**src/rpd_pkg.sv**
```systemverilog
// Shared types, constants and helpers for the polyline resampler.
// No dependencies.
`timescale 1ns / 1ps
`default_nettype none
package rpd_pkg;

  localparam int CRD_W = 32;   // coordinate field width
  localparam int REG_W = 31;   // configuration register width
  localparam int CNT_W = 7;    // point count per segment (up to 64)
  localparam int IDX_W = 2;    // configuration index width

  localparam logic [IDX_W-1:0] REG_STEP = 2'd0;
  localparam logic [IDX_W-1:0] REG_JUMP = 2'd1;
  localparam logic [IDX_W-1:0] REG_NODE = 2'd2;

  typedef enum logic [1:0] {
    CMD_CLR,
    CMD_ZERO,
    CMD_SEG
  } cmd_kind_t;

  // One job (clear, zero-length or segment) handed from the front to the back.
  typedef struct packed {
    cmd_kind_t                kind;
    logic signed [CRD_W-1:0]  px;
    logic signed [CRD_W-1:0]  py;
    logic [REG_W-1:0]         adx;
    logic [REG_W-1:0]         ady;
    logic                     negx;
    logic                     negy;
    logic [REG_W-1:0]         len;
    logic [REG_W-1:0]         stp;
    logic [CNT_W-1:0]         n;
  } cmd_t;

  // Clamp to the symmetric-ish signed range [-cmax-1, cmax].
  function automatic logic signed [CRD_W-1:0] sat_crd(
    input logic signed [47:0] v,
    input logic signed [47:0] cmax
  );
    logic signed [47:0] cmin;
    logic signed [47:0] r;
    cmin = -cmax - 48'sd1;
    if (v > cmax) r = cmax;
    else if (v < cmin) r = cmin;
    else r = v;
    return r[CRD_W-1:0];
  endfunction

endpackage
`default_nettype wire

```
**src/rpd_if.sv**
```systemverilog
// Channel interfaces: input points, result words and configuration writes.
// Depends on rpd_pkg.
`timescale 1ns / 1ps
`default_nettype none
interface rpd_in_if;
  logic                              valid;
  logic                              ready;
  logic signed [rpd_pkg::CRD_W-1:0]  point_x;
  logic signed [rpd_pkg::CRD_W-1:0]  point_y;
  logic                              start_of_path;
  modport source (output valid, point_x, point_y, start_of_path, input ready);
  modport sink (input valid, point_x, point_y, start_of_path, output ready);
endinterface

`default_nettype wire

```
**src/rpd_isqrt.sv**
```systemverilog
// Iterative integer square root, two radicand bits per cycle.
// No dependencies.
`timescale 1ns / 1ps
`default_nettype none
module rpd_isqrt (
  input  wire logic        clk,
  input  wire logic        rst_n,
  input  wire logic        start,
  input  wire logic [63:0] val,
  output logic             done,
  output logic [31:0]      root
);

  logic [63:0] v_r;
  logic [63:0] r_r;
  logic [4:0]  cnt_r;
  logic        run_r;
  logic        done_r;
  logic [63:0] bit_w;
  logic [63:0] trial;

  assign bit_w = 64'd1 << {cnt_r, 1'b0};
  assign trial = r_r + bit_w;

  always_ff @(posedge clk) begin
    if (!rst_n) begin
      run_r  <= 1'b0;
      done_r <= 1'b0;
    end else begin
      done_r <= 1'b0;
      if (start) begin
        v_r   <= val;
        r_r   <= '0;
        cnt_r <= 5'd31;
        run_r <= 1'b1;
      end else if (run_r) begin
        if (v_r >= trial) begin
          v_r <= v_r - trial;
          r_r <= (r_r >> 1) + bit_w;
        end else begin
          r_r <= r_r >> 1;
        end
        cnt_r <= cnt_r - 5'd1;
        if (cnt_r == 5'd0) begin
          run_r  <= 1'b0;
          done_r <= 1'b1;
        end
      end
    end
  end

  assign done = done_r;
  assign root = r_r[31:0];

endmodule
`default_nettype wire

```
**src/rpd_div.sv**
```systemverilog
// Restoring divider, one quotient bit per cycle.
// No dependencies.
`timescale 1ns / 1ps
`default_nettype none
module rpd_div #(
  parameter int NW = 31,
  parameter int DW = 31
) (
  input  wire logic          clk,
  input  wire logic          rst_n,
  input  wire logic          start,
  input  wire logic [NW-1:0] num,
  input  wire logic [DW-1:0] den,
  output logic               done,
  output logic [NW-1:0]      quo
);

  localparam int CW = $clog2(NW);

  logic [NW-1:0] q_r;
  logic [DW-1:0] rem_r;
  logic [DW-1:0] den_r;
  logic [CW-1:0] cnt_r;
  logic          run_r;
  logic          done_r;
  logic [DW:0]   trial;

  assign trial = {rem_r, q_r[NW-1]};

  always_ff @(posedge clk) begin
    if (!rst_n) begin
      run_r  <= 1'b0;
      done_r <= 1'b0;
    end else begin
      done_r <= 1'b0;
      if (start) begin
        q_r   <= num;
        rem_r <= '0;
        den_r <= den;
        cnt_r <= CW'(NW - 1);
        run_r <= 1'b1;
      end else if (run_r) begin
        if (trial >= {1'b0, den_r}) begin
          rem_r <= DW'(trial - {1'b0, den_r});
          q_r   <= {q_r[NW-2:0], 1'b1};
        end else begin
          rem_r <= trial[DW-1:0];
          q_r   <= {q_r[NW-2:0], 1'b0};
        end
        cnt_r <= cnt_r - CW'(1);
        if (cnt_r == '0) begin
          run_r  <= 1'b0;
          done_r <= 1'b1;
        end
      end
    end
  end

  assign done = done_r;
  assign quo  = q_r;

endmodule
`default_nettype wire

```
**src/rpd_front.sv**
```systemverilog
// Front end: takes points, checks for teleports, finds segment length and
// point count, and hands one job per segment (or a clear job at a path start)
// to the back. Uses rpd_pkg, rpd_if, rpd_isqrt, rpd_div.
`timescale 1ns / 1ps
`default_nettype none
module rpd_front #(
  parameter int MAX_POINTS_PER_SEGMENT = 64,
  parameter int COORD_WIDTH = 32
) (
  input  wire logic                        clk,
  input  wire logic                        rst_n,
  rpd_in_if.sink                           in_ch,
  input  wire logic [rpd_pkg::REG_W-1:0]   step_length,
  input  wire logic [rpd_pkg::REG_W-1:0]   jump_limit,
  output rpd_pkg::cmd_t                    cmd,
  output logic                             cmd_valid,
  input  wire logic                        cmd_ready
);

  localparam int CW_EFF = (COORD_WIDTH > 32) ? 32 : COORD_WIDTH;
  localparam logic signed [47:0] CMAX = (48'sd1 <<< (CW_EFF - 1)) - 48'sd1;
  localparam int RW = rpd_pkg::REG_W;
  localparam int NBW = rpd_pkg::CNT_W;

  typedef enum logic [2:0] {
    F_IDLE, F_SQX, F_SQY, F_CHK, F_ROOT, F_DIV, F_PUSH
  } fstate_t;

  fstate_t                         state_r;
  logic signed [rpd_pkg::CRD_W-1:0] prev_x_r, prev_y_r;
  logic                            have_prev_r;
  rpd_pkg::cmd_t                   cmd_r;
  logic [RW-1:0]                   ax_r, ay_r;
  logic [2*RW-1:0]                 sq_r;
  logic [2*RW:0]                   sum_r;

  logic signed [rpd_pkg::CRD_W-1:0] xs, ys;
  logic signed [32:0]              dxw, dyw;
  logic [32:0]                     axw, ayw;
  logic                            tele;
  logic [RW-1:0]                   mul_a;
  logic [2*RW-1:0]                 mul_p;
  logic                            sq_start, sq_done;
  logic [31:0]                     sq_root;
  logic                            dv_start, dv_done;
  logic [RW-1:0]                   dv_quo;
  logic [NBW-1:0]                  n_w;

  always_comb begin
    xs   = rpd_pkg::sat_crd(48'(in_ch.point_x), CMAX);
    ys   = rpd_pkg::sat_crd(48'(in_ch.point_y), CMAX);
    dxw  = 33'(xs) - 33'(prev_x_r);
    dyw  = 33'(ys) - 33'(prev_y_r);
    axw  = dxw[32] ? 33'(-dxw) : 33'(dxw);
    ayw  = dyw[32] ? 33'(-dyw) : 33'(dyw);
    tele = (axw > {2'b00, jump_limit}) || (ayw > {2'b00, jump_limit});
  end

  // one squarer shared by the x, y and limit squares
  always_comb begin
    case (state_r)
      F_SQX:   mul_a = ax_r;
      F_SQY:   mul_a = ay_r;
      default: mul_a = jump_limit;
    endcase
    mul_p = mul_a * mul_a;
  end

  assign sq_start = (state_r == F_CHK) && (sum_r <= {1'b0, mul_p}) && (sum_r != '0);
  assign dv_start = (state_r == F_ROOT) && sq_done;

  always_comb begin
    if (dv_quo == '0) n_w = NBW'(1);
    else if (dv_quo > RW'(MAX_POINTS_PER_SEGMENT)) n_w = NBW'(MAX_POINTS_PER_SEGMENT);
    else n_w = dv_quo[NBW-1:0];
  end

  rpd_isqrt u_isqrt (
    .clk   (clk),
    .rst_n (rst_n),
    .start (sq_start),
    .val   ({1'b0, sum_r}),
    .done  (sq_done),
    .root  (sq_root)
  );

  rpd_div #(.NW(RW), .DW(RW)) u_div (
    .clk   (clk),
    .rst_n (rst_n),
    .start (dv_start),
    .num   (sq_root[RW-1:0]),
    .den   (cmd_r.stp),
    .done  (dv_done),
    .quo   (dv_quo)
  );

  always_ff @(posedge clk) begin
    if (!rst_n) begin
      state_r     <= F_IDLE;
      have_prev_r <= 1'b0;
      prev_x_r    <= '0;
      prev_y_r    <= '0;
    end else begin
      case (state_r)
        F_IDLE: begin
          if (in_ch.valid) begin
            prev_x_r    <= xs;
            prev_y_r    <= ys;
            have_prev_r <= 1'b1;
            cmd_r.px    <= prev_x_r;
            cmd_r.py    <= prev_y_r;
            cmd_r.negx  <= dxw[32];
            cmd_r.negy  <= dyw[32];
            cmd_r.stp   <= (step_length == '0) ? RW'(1) : step_length;
            ax_r        <= axw[RW-1:0];
            ay_r        <= ayw[RW-1:0];
            cmd_r.adx   <= axw[RW-1:0];
            cmd_r.ady   <= ayw[RW-1:0];
            if (in_ch.start_of_path || !have_prev_r) begin
              cmd_r.kind <= rpd_pkg::CMD_CLR;
              state_r    <= F_PUSH;
            end else if (!tele) begin
              state_r <= F_SQX;
            end
          end
        end
        F_SQX: begin
          sq_r    <= mul_p;
          state_r <= F_SQY;
        end
        F_SQY: begin
          sum_r   <= {1'b0, sq_r} + {1'b0, mul_p};
          state_r <= F_CHK;
        end
        F_CHK: begin
          if (sum_r > {1'b0, mul_p}) begin
            state_r <= F_IDLE;             // teleport by distance
          end else if (sum_r == '0) begin
            cmd_r.kind <= rpd_pkg::CMD_ZERO;
            state_r    <= F_PUSH;
          end else begin
            state_r <= F_ROOT;
          end
        end
        F_ROOT: begin
          if (sq_done) begin
            cmd_r.len <= sq_root[RW-1:0];
            state_r   <= F_DIV;
          end
        end
        F_DIV: begin
          if (dv_done) begin
            cmd_r.n    <= n_w;
            cmd_r.kind <= rpd_pkg::CMD_SEG;
            state_r    <= F_PUSH;
          end
        end
        F_PUSH: begin
          if (cmd_ready) state_r <= F_IDLE;
        end
        default: state_r <= F_IDLE;
      endcase
    end
  end

  assign in_ch.ready = (state_r == F_IDLE);
  assign cmd_valid   = (state_r == F_PUSH);
  assign cmd         = cmd_r;

endmodule
`default_nettype wire

```
**src/flat_wrapper.sv**
```systemverilog
// flat-port wrapper written by rule: the top's interface ports become plain ports
module rpd_front_flat 
#(
  parameter int MAX_POINTS_PER_SEGMENT = 64,
  parameter int COORD_WIDTH = 32
)
  (clk, rst_n, step_length, jump_limit, cmd, cmd_valid, cmd_ready, in_ch_valid, in_ch_point_x, in_ch_point_y, in_ch_start_of_path, in_ch_ready);
  rpd_in_if in_ch_i ();
  input  wire logic clk;
  input  wire logic rst_n;
  input  wire logic [rpd_pkg::REG_W-1:0] step_length;
  input  wire logic [rpd_pkg::REG_W-1:0] jump_limit;
  output rpd_pkg::cmd_t cmd;
  output logic cmd_valid;
  input  wire logic cmd_ready;
  input wire logic [$bits(in_ch_i.valid)-1:0] in_ch_valid;
  input wire logic [$bits(in_ch_i.point_x)-1:0] in_ch_point_x;
  input wire logic [$bits(in_ch_i.point_y)-1:0] in_ch_point_y;
  input wire logic [$bits(in_ch_i.start_of_path)-1:0] in_ch_start_of_path;
  output wire logic [$bits(in_ch_i.ready)-1:0] in_ch_ready;
  assign in_ch_i.valid = in_ch_valid;
  assign in_ch_i.point_x = in_ch_point_x;
  assign in_ch_i.point_y = in_ch_point_y;
  assign in_ch_i.start_of_path = in_ch_start_of_path;
  assign in_ch_ready = in_ch_i.ready;
  rpd_front #(.MAX_POINTS_PER_SEGMENT(MAX_POINTS_PER_SEGMENT), .COORD_WIDTH(COORD_WIDTH)) u_core (.clk(clk), .rst_n(rst_n), .in_ch(in_ch_i), .step_length(step_length), .jump_limit(jump_limit), .cmd(cmd), .cmd_valid(cmd_valid), .cmd_ready(cmd_ready));
endmodule
```
**config.mk**
```make
export PLATFORM = sky130hd
export DESIGN_NAME = rpd_front_flat
export DESIGN_NICKNAME = d
export VERILOG_FILES = /design/src/rpd_pkg.sv /design/src/rpd_if.sv /design/src/rpd_isqrt.sv /design/src/rpd_div.sv /design/src/rpd_front.sv /design/src/flat_wrapper.sv
export SDC_FILE = /design/constraint.sdc
export NUM_CORES = 2
export LEC_CHECK = 0
export CORE_ASPECT_RATIO = 2
export CORE_MARGIN = 4
export CORE_UTILIZATION = 55
export DETAILED_ROUTE_END_ITERATION = 16
export DONT_BUFFER_PORTS = 1
export GPL_TIMING_DRIVEN = 1
export HOLD_SLACK_MARGIN = 0.08
export PLACE_DENSITY = 0.69
export RECOVER_POWER = 50
export SLEW_MARGIN = 40
export SYNTH_ARGS = -nofsm -noshare
export SYNTH_HDL_FRONTEND = slang
export SYNTH_HIERARCHICAL = 1
export SYNTH_SLANG_ARGS = --single-unit
```
**constraint.sdc**
```tcl
create_clock -name clk -period 37.6 [get_ports clk]
set_input_delay 5.64 -clock clk [delete_from_list [all_inputs] [get_ports clk]]
set_output_delay 5.64 -clock clk [all_outputs]
set_load 0.005 [all_outputs]
```
==> results.md <==
Outcome:
- The run finished, with violations left.
- The checks that failed: max-capacitance violations, max-slew violations.

Floorplanning:
- The chip width is approximately 260 µm.
- Measured along the y axis, the die boundary spans between 500 and 600 µm.
- The region available for standard cell placement spans 130000 µm².
- The initial core utilization is 0.555.
- The die covers between 100000 and 150000 µm².
- For this design the top-level I/O count stands at 332.
- After floorplanning, the core was divided into between 150 and 200 placement rows.

Clocking:
- The post-cts resize count is 0.
- The number of hold buffers added after cts is 0.
- Clock tree synthesis selected as its root buffer the cell clkbuf_16.
- The total clock buffers created by CTS is 61.
- The source-to-sink clock delay at the later pin of the worst-skew pair is 0.74 ns.
- After clock tree synthesis, the clock-pin slew on the worst setup and hold paths is 0.07 ns.
- The CTS tree is built.
- The H-tree generated during clock tree synthesis spans 2 levels.
- For this design, the sink count on the clock tree is about 630.
- The number of buffers inserted by post-CTS setup repair is 0.
- The maximum root-to-sink buffer count is 3.

Critical path:
- In this run the critical register-to-register path is launched from u_core/state_r[1].
- Data on the critical path arrives at its endpoint at 19.21 ns.
- The category of the most critical setup path is in2reg.
- The worst register-to-register path has a depth of 48.
- The highest-delay cell along the critical path is clkbuf_1.
- For the worst setup path, the data required time is between 30 and 40 ns.
- The worst setup path is launched from an input pin.
- The maximum fanout encountered on the critical timing path is 64.
- The longest individual stage delay on the worst path is about 1.3 ns.
- The endpoint of the lowest-slack register-to-register path is u_core/u_isqrt/v_r[35].
- Across all register-to-register paths, the minimum setup slack is ~22 ns.
- STA classifies the critical path endpoint as a flop.
- The cell occurring most often along the worst timing path is fa_1.

Global routing:
- Across every metal layer, demand over resource in global routing totals 0.325.
- Entering global routing, the biggest net connects 107 pins.
- The total overflow left after global routing is 0.
- The number of antenna violations at the first check in global routing was 4.
- The via count of the first global-routing pass is about 60k.
- The wire length of the first global-routing pass is about 340000 µm.

Placed design:
- Detailed placement finished with a half-perimeter wire length of approximately 190000 µm.
- In this run the tool buffered the top-level ports with 0 buffer cells.
- The congestion estimate from routability-driven global placement came to a little over 1.
- The setup slack at placement is between 15 and 20 ns.

Cells and area:
- The final layout contains approximately 9.2k nets.
- The final cell utilization of the core is 0.581.
- The filler cells instantiated in the layout total between 10k and 15k.
- Relative to the synthesized area, the layout overhead comes to 4.73%.
- In the final layout, the share of cells above drive strength 1 is 0.0426.

Timing:
- The timing-limited maximum frequency is between 50 and 60 MHz.
- The worst-case headroom to the max-slew limit is -2.68.
- The shortest period the worst path allows is 18.90 ns.
- Clock skew on the completed layout was measured at between 0.07 and 0.08 ns.
- Setup repair after global routing left no endpoint under its margin.
- The final max-slew violation count was 633.
- For the pin with the worst max-slew slack, the measured transition is roughly 5.5 ns.
- The final number of setup-violating endpoints is 0.
- In the finished design, the share of the clock period the worst path needs comes to 0.503.
- The number of failing hold endpoints at the final stage is 0.
- For the final routed database, the setup TNS stands at 0 ns.
- Setup slack closes at ~19 ns.

Synthesis:
- During synthesis, Yosys emitted a total of 6 warnings.
- The total nets after synthesis is roughly 9.4k.
- A synthesized cell averages 9.18 µm².
- The synthesized cell area is about 72000 µm².
- The synthesized netlist cell count is 7866.

Worst hold path:
- The path class of the tightest hold or removal check is reg2reg.
- The path with the worst hold slack has its endpoint at u_core/cmd[188].
- The source of the worst hold timing path is u_core/prev_x_r[23].
- The worst hold path passes through 0 cells.

Routing:
- The final wirelength is between 200000 and 250000 µm.
- The first detailed-routing pass took 9 iterations.
- After detailed routing, the number of vias per cell comes to approximately 6.0.
- The routed length per placed instance is about 24 µm.
- The detailed-route via count is around 56k.
- The final antenna-violating net count is 0.
- The final routed DRC violation total is 0.
- The first routing iteration left between 3k and 4k violations.

Flow run:
- The max-cap violation count is 12.
[layout by cell type (no fill, tap or decap), types with 13 or more instances in the layout]
| cell | instances |
|---|---|
| nor2_1 | 595 |
| nand2_1 | 790 |
| and4_1 | 13 |
| xnor2_1 | 230 |
| nand2b_1 | 55 |
| clkbuf_1 | 25 |
| nor3_1 | 117 |
| mux2_2 | 35 |
| a221o_1 | 26 |
| or3_1 | 29 |
| a21boi_0 | 17 |
| nor2b_1 | 59 |
| nor4_1 | 42 |
| a31oi_1 | 87 |
| a211oi_1 | 58 |
| o31ai_1 | 39 |
| inv_1 | 1291 |
| a31o_2 | 15 |
| edfxtp_1 | 554 |
| o21ai_0 | 306 |
| a21oi_1 | 443 |
| nor3b_1 | 15 |
| and3_1 | 56 |
| o21bai_1 | 55 |
| a21o_1 | 208 |
| xor2_1 | 204 |
| and2_1 | 26 |
| nand3_1 | 113 |
| buf_4 | 66 |
| a221oi_2 | 13 |
| ha_1 | 677 |
| fa_1 | 762 |
| nand4_1 | 108 |
| o211ai_1 | 21 |
| o21a_1 | 46 |
| clkbuf_16 | 64 |
| dfxtp_1 | 72 |
[per-layer routing]
layer / track usage / wire [µm]
met2: 0.610 / 120000
met4: 0.292 / 26200
met5: 0 / 0
met3: 0.0569 / 12700
met1: 0.290 / 67900
[sequential cells by signal (all words and copies together), names as in the netlist, 3 cells and up]
signal / cells
u_core/ay_r: 31
u_core/u_div/den_r: 31
u_core/u_isqrt/cnt_r: 5
u_core/sum_r: 63
u_core/sq_r: 61
u_core/u_isqrt/v_r: 64
u_core/state_r: 3
u_core/u_div/quo: 31
u_core/u_div/cnt_r: 5
u_core/u_isqrt/r_r: 64
u_core/prev_y_r: 32
u_core/cmd: 137
u_core/u_div/rem_r: 31
u_core/prev_x_r: 32
u_core/ax_r: 31
[through the flow]
stage / instances / instance area (µm²) / hold WS [ns]
6_report: 9374 / 75600 / 0.451
5_1_grt: 9373 / 75600 / 0.456
4_1_cts: 9370 / 75700 / 0.452
3_5_place_dp: 9255 / 73600 / 0.445
3_3_place_gp: 9254 / 73500 / 0.439
2_1_floorplan: 7866 / 72200 / 0.416
[worst max-delay path by stage]
stage,start,to,slack (ns)
3_5_place_dp,jump_limit[15],u_core/u_isqrt/v_r[3],18.22
4_1_cts,jump_limit[15],u_core/u_isqrt/v_r[35],18.98
3_3_place_gp,jump_limit[19],u_core/u_isqrt/v_r[6],18.16
5_1_grt,jump_limit[0],u_core/u_isqrt/v_r[35],18.05
6_report,jump_limit[0],u_core/u_isqrt/v_r[35],18.70
2_1_floorplan,jump_limit[6],u_core/u_isqrt/v_r[0],17.83
[layout make-up]
class	instances	area, µm²	share of cell area
multi-input combinational	5542	47800	0.632
sequential	626	18100	0.239
inverter	1303	4890	0.0647
tap	1701	2130	0.0281
clock buffer	78	1680	0.0223
timing repair buffer	83	582	0.00769
clock inverter	37	442	0.00584
antenna	4	10.0	0.000132
[worst max-delay path: cells and delay by family]
family / cells / cell delay [ns]
simple gates: 10 / 2.54
buf+inv: 8 / 2.56
fa+ha+maj: 10 / 3.94
xor+xnor: 2 / 0.42
compound gates: 15 / 4.03
Power is not shown: default switching activity piles up to over one toggle a cycle in this logic, so the estimate is an artifact.
