$ cat src/rpd_pkg.sv
// Shared types, constants and helpers for the polyline resampler.
// No dependencies.
`timescale 1ns / 1ps
`default_nettype none
package rpd_pkg;

  localparam int CRD_W = 32;   // coordinate field width
  localparam int REG_W = 31;   // configuration register width
  localparam int CNT_W = 7;    // point count per segment (up to 64)
  localparam int IDX_W = 2;    // configuration index width

  localparam logic [IDX_W-1:0] REG_STEP = 2'd0;
  localparam logic [IDX_W-1:0] REG_JUMP = 2'd1;
  localparam logic [IDX_W-1:0] REG_NODE = 2'd2;

  typedef enum logic [1:0] {
    CMD_CLR,
    CMD_ZERO,
    CMD_SEG
  } cmd_kind_t;

  // One job (clear, zero-length or segment) handed from the front to the back.
  typedef struct packed {
    cmd_kind_t                kind;
    logic signed [CRD_W-1:0]  px;
    logic signed [CRD_W-1:0]  py;
    logic [REG_W-1:0]         adx;
    logic [REG_W-1:0]         ady;
    logic                     negx;
    logic                     negy;
    logic [REG_W-1:0]         len;
    logic [REG_W-1:0]         stp;
    logic [CNT_W-1:0]         n;
  } cmd_t;

  // Clamp to the symmetric-ish signed range [-cmax-1, cmax].
  function automatic logic signed [CRD_W-1:0] sat_crd(
    input logic signed [47:0] v,
    input logic signed [47:0] cmax
  );
    logic signed [47:0] cmin;
    logic signed [47:0] r;
    cmin = -cmax - 48'sd1;
    if (v > cmax) r = cmax;
    else if (v < cmin) r = cmin;
    else r = v;
    return r[CRD_W-1:0];
  endfunction

endpackage
`default_nettype wire

$ cat src/rpd_if.sv
// Channel interfaces: input points, result words and configuration writes.
// Depends on rpd_pkg.
`timescale 1ns / 1ps
`default_nettype none


interface rpd_out_if;
  logic                              valid;
  logic                              ready;
  logic signed [rpd_pkg::CRD_W-1:0]  interp_x;
  logic signed [rpd_pkg::CRD_W-1:0]  interp_y;
  logic                              node_valid;
  logic signed [rpd_pkg::CRD_W-1:0]  node_x;
  logic signed [rpd_pkg::CRD_W-1:0]  node_y;
  logic                              last_of_run;
  modport source (output valid, interp_x, interp_y, node_valid, node_x, node_y,
                  last_of_run, input ready);
  modport sink (input valid, interp_x, interp_y, node_valid, node_x, node_y,
                last_of_run, output ready);
endinterface

`default_nettype wire

$ cat src/rpd_isqrt.sv
// Iterative integer square root, two radicand bits per cycle.
// No dependencies.
`timescale 1ns / 1ps
`default_nettype none
module rpd_isqrt (
  input  wire logic        clk,
  input  wire logic        rst_n,
  input  wire logic        start,
  input  wire logic [63:0] val,
  output logic             done,
  output logic [31:0]      root
);

  logic [63:0] v_r;
  logic [63:0] r_r;
  logic [4:0]  cnt_r;
  logic        run_r;
  logic        done_r;
  logic [63:0] bit_w;
  logic [63:0] trial;

  assign bit_w = 64'd1 << {cnt_r, 1'b0};
  assign trial = r_r + bit_w;

  always_ff @(posedge clk) begin
    if (!rst_n) begin
      run_r  <= 1'b0;
      done_r <= 1'b0;
    end else begin
      done_r <= 1'b0;
      if (start) begin
        v_r   <= val;
        r_r   <= '0;
        cnt_r <= 5'd31;
        run_r <= 1'b1;
      end else if (run_r) begin
        if (v_r >= trial) begin
          v_r <= v_r - trial;
          r_r <= (r_r >> 1) + bit_w;
        end else begin
          r_r <= r_r >> 1;
        end
        cnt_r <= cnt_r - 5'd1;
        if (cnt_r == 5'd0) begin
          run_r  <= 1'b0;
          done_r <= 1'b1;
        end
      end
    end
  end

  assign done = done_r;
  assign root = r_r[31:0];

endmodule
`default_nettype wire

$ cat src/rpd_div.sv
// Restoring divider, one quotient bit per cycle.
// No dependencies.
`timescale 1ns / 1ps
`default_nettype none
module rpd_div #(
  parameter int NW = 31,
  parameter int DW = 31
) (
  input  wire logic          clk,
  input  wire logic          rst_n,
  input  wire logic          start,
  input  wire logic [NW-1:0] num,
  input  wire logic [DW-1:0] den,
  output logic               done,
  output logic [NW-1:0]      quo
);

  localparam int CW = $clog2(NW);

  logic [NW-1:0] q_r;
  logic [DW-1:0] rem_r;
  logic [DW-1:0] den_r;
  logic [CW-1:0] cnt_r;
  logic          run_r;
  logic          done_r;
  logic [DW:0]   trial;

  assign trial = {rem_r, q_r[NW-1]};

  always_ff @(posedge clk) begin
    if (!rst_n) begin
      run_r  <= 1'b0;
      done_r <= 1'b0;
    end else begin
      done_r <= 1'b0;
      if (start) begin
        q_r   <= num;
        rem_r <= '0;
        den_r <= den;
        cnt_r <= CW'(NW - 1);
        run_r <= 1'b1;
      end else if (run_r) begin
        if (trial >= {1'b0, den_r}) begin
          rem_r <= DW'(trial - {1'b0, den_r});
          q_r   <= {q_r[NW-2:0], 1'b1};
        end else begin
          rem_r <= trial[DW-1:0];
          q_r   <= {q_r[NW-2:0], 1'b0};
        end
        cnt_r <= cnt_r - CW'(1);
        if (cnt_r == '0) begin
          run_r  <= 1'b0;
          done_r <= 1'b1;
        end
      end
    end
  end

  assign done = done_r;
  assign quo  = q_r;

endmodule
`default_nettype wire

$ cat src/rpd_back.sv
// Back end: steps each job along its segment, accumulates emitted length,
// flags simplified nodes and drives the result register.
// Uses rpd_pkg, rpd_if, rpd_isqrt, rpd_div.
`timescale 1ns / 1ps
`default_nettype none
module rpd_back #(
  parameter int MAX_POINTS_PER_SEGMENT = 64,
  parameter int COORD_WIDTH = 32
) (
  input  wire logic                        clk,
  input  wire logic                        rst_n,
  input  wire rpd_pkg::cmd_t               cmd,
  input  wire logic                        cmd_valid,
  output logic                             cmd_ready,
  input  wire logic [rpd_pkg::REG_W-1:0]   node_spacing,
  rpd_out_if.source                        out_ch
);

  localparam int CW_EFF = (COORD_WIDTH > 32) ? 32 : COORD_WIDTH;
  localparam logic signed [47:0] CMAX = (48'sd1 <<< (CW_EFF - 1)) - 48'sd1;
  localparam int RW = rpd_pkg::REG_W;
  localparam int CRW = rpd_pkg::CRD_W;
  localparam int TW = RW + $clog2(MAX_POINTS_PER_SEGMENT + 1);
  localparam int TH = (TW + 1) / 2;
  localparam int NW = RW + TW + 1;

  typedef enum logic [3:0] {
    B_IDLE, B_MH, B_ML, B_ADD, B_DIV, B_DSQX, B_DSQY, B_ROOT, B_OUT
  } bstate_t;

  bstate_t                    state_r;
  rpd_pkg::cmd_t              cmd_r;
  logic [rpd_pkg::CNT_W-1:0]  k_r;
  logic [TW-1:0]              t_r;
  logic                       axis_r;
  logic                       last_r;
  logic [2*RW-1:0]            ph_r, pl_r, sq_r;
  logic [NW-1:0]              num_r;
  logic                       div_go_r, root_go_r;
  logic [63:0]                dsum_r;
  logic [31:0]                dist_r;
  logic signed [CRW-1:0]      cx_r, cy_r, ex_r, ey_r;
  logic                       have_em_r;
  logic [31:0]                ls_r;
  logic                       ov_r, onv_r, olast_r;
  logic signed [CRW-1:0]      ox_r, oy_r, onx_r, ony_r;

  logic [RW-1:0]              mul_a, mul_b, mag;
  logic [2*RW-1:0]            mul_p;
  logic                       dv_done, rt_done;
  logic [NW-1:0]              dv_quo;
  logic [31:0]                rt_root;
  logic signed [47:0]         base48, off48, v48;
  logic signed [CRW-1:0]      coord;
  logic signed [32:0]         ddx, ddy;
  logic [32:0]                adx, ady;
  logic [RW-1:0]              mx, my;
  logic [32:0]                s33;
  logic [31:0]                s_sat;
  logic                       node;
  logic                       load;

  always_comb begin
    mag    = axis_r ? cmd_r.ady : cmd_r.adx;
    base48 = axis_r ? 48'(cmd_r.py) : 48'(cmd_r.px);
    off48  = signed'(48'(dv_quo[TW-1:0]));
    v48    = (axis_r ? cmd_r.negy : cmd_r.negx) ? base48 - off48 : base48 + off48;
    coord  = rpd_pkg::sat_crd(v48, CMAX);
    ddx    = 33'(cx_r) - 33'(ex_r);
    ddy    = 33'(cy_r) - 33'(ey_r);
    adx    = ddx[32] ? 33'(-ddx) : 33'(ddx);
    ady    = ddy[32] ? 33'(-ddy) : 33'(ddy);
    mx     = (adx > 33'h07FFFFFFF) ? {RW{1'b1}} : adx[RW-1:0];
    my     = (ady > 33'h07FFFFFFF) ? {RW{1'b1}} : ady[RW-1:0];
    s33    = 33'(ls_r) + 33'(dist_r);
    s_sat  = s33[32] ? 32'hFFFF_FFFF : s33[31:0];
    node   = have_em_r && (s_sat > {1'b0, node_spacing});
    load   = (state_r == B_OUT) && (!ov_r || out_ch.ready);
  end

  // shared multiplier: offset partial products and distance squares
  always_comb begin
    case (state_r)
      B_MH: begin
        mul_a = mag;
        mul_b = RW'(t_r[TW-1:TH]);
      end
      B_ML: begin
        mul_a = mag;
        mul_b = RW'(t_r[TH-1:0]);
      end
      B_DSQX: begin
        mul_a = mx;
        mul_b = mx;
      end
      default: begin
        mul_a = my;
        mul_b = my;
      end
    endcase
    mul_p = mul_a * mul_b;
  end

  rpd_div #(.NW(NW), .DW(RW)) u_div (
    .clk   (clk),
    .rst_n (rst_n),
    .start (div_go_r),
    .num   (num_r),
    .den   (cmd_r.len),
    .done  (dv_done),
    .quo   (dv_quo)
  );

  rpd_isqrt u_isqrt (
    .clk   (clk),
    .rst_n (rst_n),
    .start (root_go_r),
    .val   (dsum_r),
    .done  (rt_done),
    .root  (rt_root)
  );

  always_ff @(posedge clk) begin
    if (!rst_n) begin
      state_r   <= B_IDLE;
      div_go_r  <= 1'b0;
      root_go_r <= 1'b0;
      have_em_r <= 1'b0;
      ex_r      <= '0;
      ey_r      <= '0;
      ls_r      <= '0;
      ov_r      <= 1'b0;
    end else begin
      div_go_r  <= 1'b0;
      root_go_r <= 1'b0;
      if (ov_r && out_ch.ready && !load) ov_r <= 1'b0;
      case (state_r)
        B_IDLE: begin
          if (cmd_valid) begin
            cmd_r  <= cmd;
            k_r    <= rpd_pkg::CNT_W'(1);
            t_r    <= TW'(cmd.stp);
            axis_r <= 1'b0;
            cx_r   <= cmd.px;
            cy_r   <= cmd.py;
            last_r <= 1'b1;
            case (cmd.kind)
              rpd_pkg::CMD_CLR: begin
                have_em_r <= 1'b0;
                ex_r      <= '0;
                ey_r      <= '0;
                ls_r      <= '0;
              end
              rpd_pkg::CMD_ZERO: state_r <= have_em_r ? B_DSQX : B_OUT;
              rpd_pkg::CMD_SEG: begin
                last_r  <= (cmd.n == rpd_pkg::CNT_W'(1));
                state_r <= B_MH;
              end
              default: state_r <= B_IDLE;
            endcase
          end
        end
        B_MH: begin
          ph_r    <= mul_p;
          state_r <= B_ML;
        end
        B_ML: begin
          pl_r    <= mul_p;
          state_r <= B_ADD;
        end
        B_ADD: begin
          num_r    <= (NW'(ph_r) << TH) + NW'(pl_r) + NW'(cmd_r.len[RW-1:1]);
          div_go_r <= 1'b1;
          state_r  <= B_DIV;
        end
        B_DIV: begin
          if (dv_done) begin
            if (!axis_r) begin
              cx_r    <= coord;
              axis_r  <= 1'b1;
              state_r <= B_MH;
            end else begin
              cy_r    <= coord;
              state_r <= have_em_r ? B_DSQX : B_OUT;
            end
          end
        end
        B_DSQX: begin
          sq_r    <= mul_p;
          state_r <= B_DSQY;
        end
        B_DSQY: begin
          dsum_r    <= 64'(sq_r) + 64'(mul_p);
          root_go_r <= 1'b1;
          state_r   <= B_ROOT;
        end
        B_ROOT: begin
          if (rt_done) begin
            dist_r  <= rt_root;
            state_r <= B_OUT;
          end
        end
        B_OUT: begin
          if (load) begin
            ov_r      <= 1'b1;
            ox_r      <= cx_r;
            oy_r      <= cy_r;
            onv_r     <= node;
            onx_r     <= node ? ex_r : '0;
            ony_r     <= node ? ey_r : '0;
            olast_r   <= last_r;
            if (have_em_r) ls_r <= node ? '0 : s_sat;
            ex_r      <= cx_r;
            ey_r      <= cy_r;
            have_em_r <= 1'b1;
            k_r       <= k_r + rpd_pkg::CNT_W'(1);
            t_r       <= t_r + TW'(cmd_r.stp);
            axis_r    <= 1'b0;
            last_r    <= (k_r + rpd_pkg::CNT_W'(1)) == cmd_r.n;
            state_r   <= last_r ? B_IDLE : B_MH;
          end
        end
        default: state_r <= B_IDLE;
      endcase
    end
  end

  assign cmd_ready          = (state_r == B_IDLE);
  assign out_ch.valid       = ov_r;
  assign out_ch.interp_x    = ox_r;
  assign out_ch.interp_y    = oy_r;
  assign out_ch.node_valid  = onv_r;
  assign out_ch.node_x      = onx_r;
  assign out_ch.node_y      = ony_r;
  assign out_ch.last_of_run = olast_r;

endmodule
`default_nettype wire
$ cat src/flat_wrapper.sv
// flat-port wrapper written by rule: the top's interface ports become plain ports
module rpd_back_flat 
#(
  parameter int MAX_POINTS_PER_SEGMENT = 64,
  parameter int COORD_WIDTH = 32
)
  (clk, rst_n, cmd, cmd_valid, cmd_ready, node_spacing, out_ch_valid, out_ch_interp_x, out_ch_interp_y, out_ch_node_valid, out_ch_node_x, out_ch_node_y, out_ch_last_of_run, out_ch_ready);
  rpd_out_if out_ch_i ();
  input  wire logic clk;
  input  wire logic rst_n;
  input  wire rpd_pkg::cmd_t cmd;
  input  wire logic cmd_valid;
  output logic cmd_ready;
  input  wire logic [rpd_pkg::REG_W-1:0] node_spacing;
  output wire logic [$bits(out_ch_i.valid)-1:0] out_ch_valid;
  output wire logic [$bits(out_ch_i.interp_x)-1:0] out_ch_interp_x;
  output wire logic [$bits(out_ch_i.interp_y)-1:0] out_ch_interp_y;
  output wire logic [$bits(out_ch_i.node_valid)-1:0] out_ch_node_valid;
  output wire logic [$bits(out_ch_i.node_x)-1:0] out_ch_node_x;
  output wire logic [$bits(out_ch_i.node_y)-1:0] out_ch_node_y;
  output wire logic [$bits(out_ch_i.last_of_run)-1:0] out_ch_last_of_run;
  input wire logic [$bits(out_ch_i.ready)-1:0] out_ch_ready;
  assign out_ch_valid = out_ch_i.valid;
  assign out_ch_interp_x = out_ch_i.interp_x;
  assign out_ch_interp_y = out_ch_i.interp_y;
  assign out_ch_node_valid = out_ch_i.node_valid;
  assign out_ch_node_x = out_ch_i.node_x;
  assign out_ch_node_y = out_ch_i.node_y;
  assign out_ch_last_of_run = out_ch_i.last_of_run;
  assign out_ch_i.ready = out_ch_ready;
  rpd_back #(.MAX_POINTS_PER_SEGMENT(MAX_POINTS_PER_SEGMENT), .COORD_WIDTH(COORD_WIDTH)) u_core (.clk(clk), .rst_n(rst_n), .cmd(cmd), .cmd_valid(cmd_valid), .cmd_ready(cmd_ready), .node_spacing(node_spacing), .out_ch(out_ch_i));
endmodule
$ cat config.mk
export PLATFORM = sky130hd
export DESIGN_NAME = rpd_back_flat
export DESIGN_NICKNAME = d
export VERILOG_FILES = /design/src/rpd_pkg.sv /design/src/rpd_if.sv /design/src/rpd_isqrt.sv /design/src/rpd_div.sv /design/src/rpd_back.sv /design/src/flat_wrapper.sv
export SDC_FILE = /design/constraint.sdc
export NUM_CORES = 2
export LEC_CHECK = 0
export ABC_AREA = 0
export ABC_CLOCK_PERIOD_IN_PS = 14350
export BUFFER_PORTS_ARGS = -buffer_cell sky130_fd_sc_hd__buf_2
export CAP_MARGIN = 20
export CORE_ASPECT_RATIO = 0.5
export CORE_MARGIN = 2
export CORE_UTILIZATION = 35
export CTS_BUF_LIST = sky130_fd_sc_hd__clkbuf_8
export CTS_CLUSTER_DIAMETER = 100
export DETAILED_ROUTE_END_ITERATION = 12
export PLACE_DENSITY = 0.61
export SLEW_MARGIN = 20
export SYNTH_ARGS = -nofsm -noshare
export SYNTH_HDL_FRONTEND = slang
export SYNTH_SLANG_ARGS = --single-unit
$ cat constraint.sdc
create_clock -name clk -period 14.35 [get_ports clk]
set_clock_uncertainty 0.05 [all_clocks]
set_input_delay 2.1525 -clock clk [delete_from_list [all_inputs] [get_ports clk]]
set_output_delay 2.1525 -clock clk [all_outputs]
set_load 0.01 [all_outputs]
==> impl_metrics.tcl <==
set metrics [dict create \
    status "finished clean" \
    ys_seq_area_frac 0.3324 \
    postRouteAntennaNets 0 \
    slew_headroom 0.1506 \
    syn_area_um2 101400 \
    rr_endpoint "u_core.dsum_r[61]$_DFFE_PP_" \
    route.detailed.drc 0 \
    ff2ff_path_depth 60 \
    timing.rr.start "u_core.cy_r[0]$_DFFE_PP_" \
    hold_viol 0 \
    layout-drive-gt1-share 0.1416 \
    crit_start "u_core.cy_r[0]$_DFFE_PP_" \
    clockBufferDepth 4 \
    dp.cells 14560 \
    hold_buffers 0 \
    final_cells 14930 \
    criticalPathCategory "reg2reg" \
    rsz0062_at_grt "true" \
    slowest_stage "fa_1" \
    wl_met3_um 31850 \
    cts_tree "built" \
    min_from "u_core.cmd_r[38]$_DFFE_PP_" \
    route.top_layer_used "met5" \
    cp.required_ps 14970 \
    seqCellArea_um2 33700 \
    dieHeight_um 384.6 \
    timing.fmax_mhz 71.20 \
    cts_buffers 194 \
    clock-root-buffer "clkbuf_8" \
    synthToLayoutAreaGrowth_pct 14.07 \
    multi_input_area_um2 62670 \
    nFillCells 28020 \
    row_count 139 \
    dieWidth_um 765.1 \
    cp_max_fo 12 \
    min_period_over_period 0.9787 \
    holdPathEnd "u_core.u_div.den_r[0]$_DFFE_PP_" \
    via_per_inst 5.350 \
    met2_length_um 150900 \
    whs_path_depth 0 \
    worst_slew_pin_slew_ps 1239 \
    ys_warn_count 0 \
    postRouteWirelength_um 342800 \
    grtUsageTotal 0.2271 \
    end_kind "flop" \
    ys_dominant_reg_cell "edfxtp_1" \
    syn-num-nets 12080 \
    wl_per_cell_um 22.96 \
    core_area_um2 287500 \
    synth-edff-count 1050 \
    path_clk_slew_ps 70 \
    path_buf_inv 15 \
    yosys-top-cells-area "edfxtp_1, fa_1, ha_1" \
    hold_path.class "reg2reg" \
    cp-start-kind "flop" \
    dr.pass1.iters 6 \
    cp_top_family "adder cells" \
    synth-seq-cells 1158 \
    syn_inst 10180 \
    cap_violations 0 \
    cts.sinks 1158 \
    first_iter_violations 8016 \
    synth_top_area_share 0.3110 \
    num_io_pins 366 \
    grt-ovfl-total 0 \
    grt_max_degree 103 \
    finalNetCount 12800 \
    syn_avg_cell_area_um2 9.957 \
    worstPathArrival_ps 14660 \
    clk_latency_ps 950 \
    dp_hpwl_um 275700 \
    gp_congestion 1.001 \
    synthDistinctLibCells 107 \
    cp_common_cell "buf_4" \
    cp_slowest_stage_delay_ps 650 \
    yosysTopAreaCell "edfxtp_1" \
    setup-violations-final 0 \
    h-tree-depth 4 \
    vias 79880 \
    yosysMostFrequentCell "nand2_1" \
    yosys-top-cells-count "nand2_1, inv_1, edfxtp_1, nor2_1, fa_1" \
    async_reset_ff_frac 0 \
    routedLengthMet1_um 148000 \
    grt_pass1_vias 78270 \
    rrSetupSlack_ps 310 \
    start_util 0.3526 \
    grt_antenna_before_repair 14 \
    fp.dieArea_um2 294200 \
    io_buffers 365 \
    fin_crit_ps 14040 \
    grt_pass1_wl_um 503500 \
    slew_violations 0 \
]
cells by family after synthesis:
| logic type | Yosys count | share of synthesized area |
|---|---|---|
| DFF | 1158 | 0.3324 |
| AOI/OAI and AO/OA | 1985 | 0.1300 |
| adders and majority gates | 1667 | 0.2692 |
| muxes | 147 | 0.01577 |
| buffers and inverters | 1515 | 0.05938 |
| xor gates and xnor gates | 609 | 0.05262 |
| and+or+nand+nor | 3100 | 0.1407 |
placed cells by master (no fill, tap or decap), drive strengths merged, types with 50 or more instances in the layout:
| cell type | synthesis | layout |
|---|---|---|
| clkbuf | 252 | 207 |
| o21bai | 73 | 73 |
| edfxtp | 1050 | 1050 |
| and3 | 105 | 105 |
| buf | 146 | 920 |
| fa | 857 | 857 |
| o21a | 84 | 84 |
| a31oi | 94 | 94 |
| o21ai | 400 | 400 |
| mux2 | 102 | 102 |
| dfxtp | 108 | 108 |
| nand3 | 221 | 221 |
| o211ai | 50 | 50 |
| a21oi | 517 | 517 |
| clkinv | 1 | 61 |
| and2 | 158 | 158 |
| ha | 810 | 810 |
| nor3 | 115 | 115 |
| a22o | 73 | 73 |
| a211oi | 84 | 84 |
| xor2 | 276 | 276 |
| nand2b | 128 | 128 |
| nor2b | 97 | 97 |
| nand2 | 1128 | 1128 |
| a21o | 250 | 250 |
| nand4 | 79 | 79 |
| inv | 1116 | 1169 |
| nor2 | 865 | 865 |
| xnor2 | 333 | 333 |
worst max path at each step:
| stage | end | slack [ps] | cells after the start |
|---|---|---|---|
| after floorplan | u_core.dsum_r[60]$_DFFE_PP_ | 1020 | 58 |
| final | u_core.dsum_r[61]$_DFFE_PP_ | 310 | 60 |
| after CTS | u_core.dsum_r[50]$_DFFE_PP_ | 0.9 | 57 |
| after global routing | u_core.dsum_r[61]$_DFFE_PP_ | -170 | 60 |
| after global placement | u_core.dsum_r[62]$_DFFE_PP_ | -480 | 57 |
| after detailed placement | u_core.dsum_r[62]$_DFFE_PP_ | -410 | 54 |
sequential cells by signal (all words and copies together), names as in the netlist, 32 cells and up:
signal                  cells
u_core.out_ch.node_x       32
u_core.ph_r                51
u_core.u_isqrt.r_r         64
u_core.cy_r                32
u_core.out_ch.interp_x     32
u_core.ex_r                32
u_core.out_ch.node_y       32
u_core.cmd_r              197
u_core.u_div.quo           70
u_core.cx_r                32
u_core.dist_r              32
u_core.out_ch.interp_y     32
u_core.t_r                 38
u_core.ey_r                32
u_core.sq_r                62
u_core.pl_r                62
u_core.num_r               70
u_core.dsum_r              63
u_core.u_isqrt.v_r         64
u_core.ls_r                32
through the flow:
| step | area, µm² | hold WS [ps] | utilization | setup slack (ps) | setup TNS [ps] |
|---|---|---|---|---|---|
| final | 115600 | 382.1 | 0.4022 | 305.2 | 0 |
| after global routing | 115600 | 387.6 | 0.4022 | -170.7 | -611.8 |
| after CTS | 114800 | 384.2 | 0.3992 | 0.8722 | 0 |
| after detailed placement | 110800 | 371.8 | 0.3855 | -407.4 | -2307 |
| after global placement | 110800 | 374.4 | 0.3855 | -476.9 | -3286 |
| after floorplan | 101400 | 350.3 | - | 1022 | 0 |
routing by layer:
| metal | global-route usage | up-vias |
|---|---|---|
| li1 | - | 36520 |
| met1 | 0.3167 | 39500 |
| met2 | 0.3530 | 3300 |
| met3 | 0.04909 | 552 |
| met4 | 0.07020 | 4 |
| met5 | 0 | - |
final cells by class:
class | instances | area share
antenna | 10 | 0.0002164
clock buffer | 206 | 0.02452
clock inverter | 133 | 0.008159
inverter | 1117 | 0.03631
multi-input combinational | 7508 | 0.5420
sequential | 1158 | 0.2914
tap | 3877 | 0.04195
timing repair buffer | 921 | 0.05540
repair_timing:
action	4_1_cts	5_1_grt
resized for setup	27	145
setup buffers	3	16
setup endpoints to repair	18	29
gates cloned	0	1
pin swaps	2	36
Power is not shown: default switching activity piles up to over one toggle a cycle in this logic, so the estimate is an artifact.
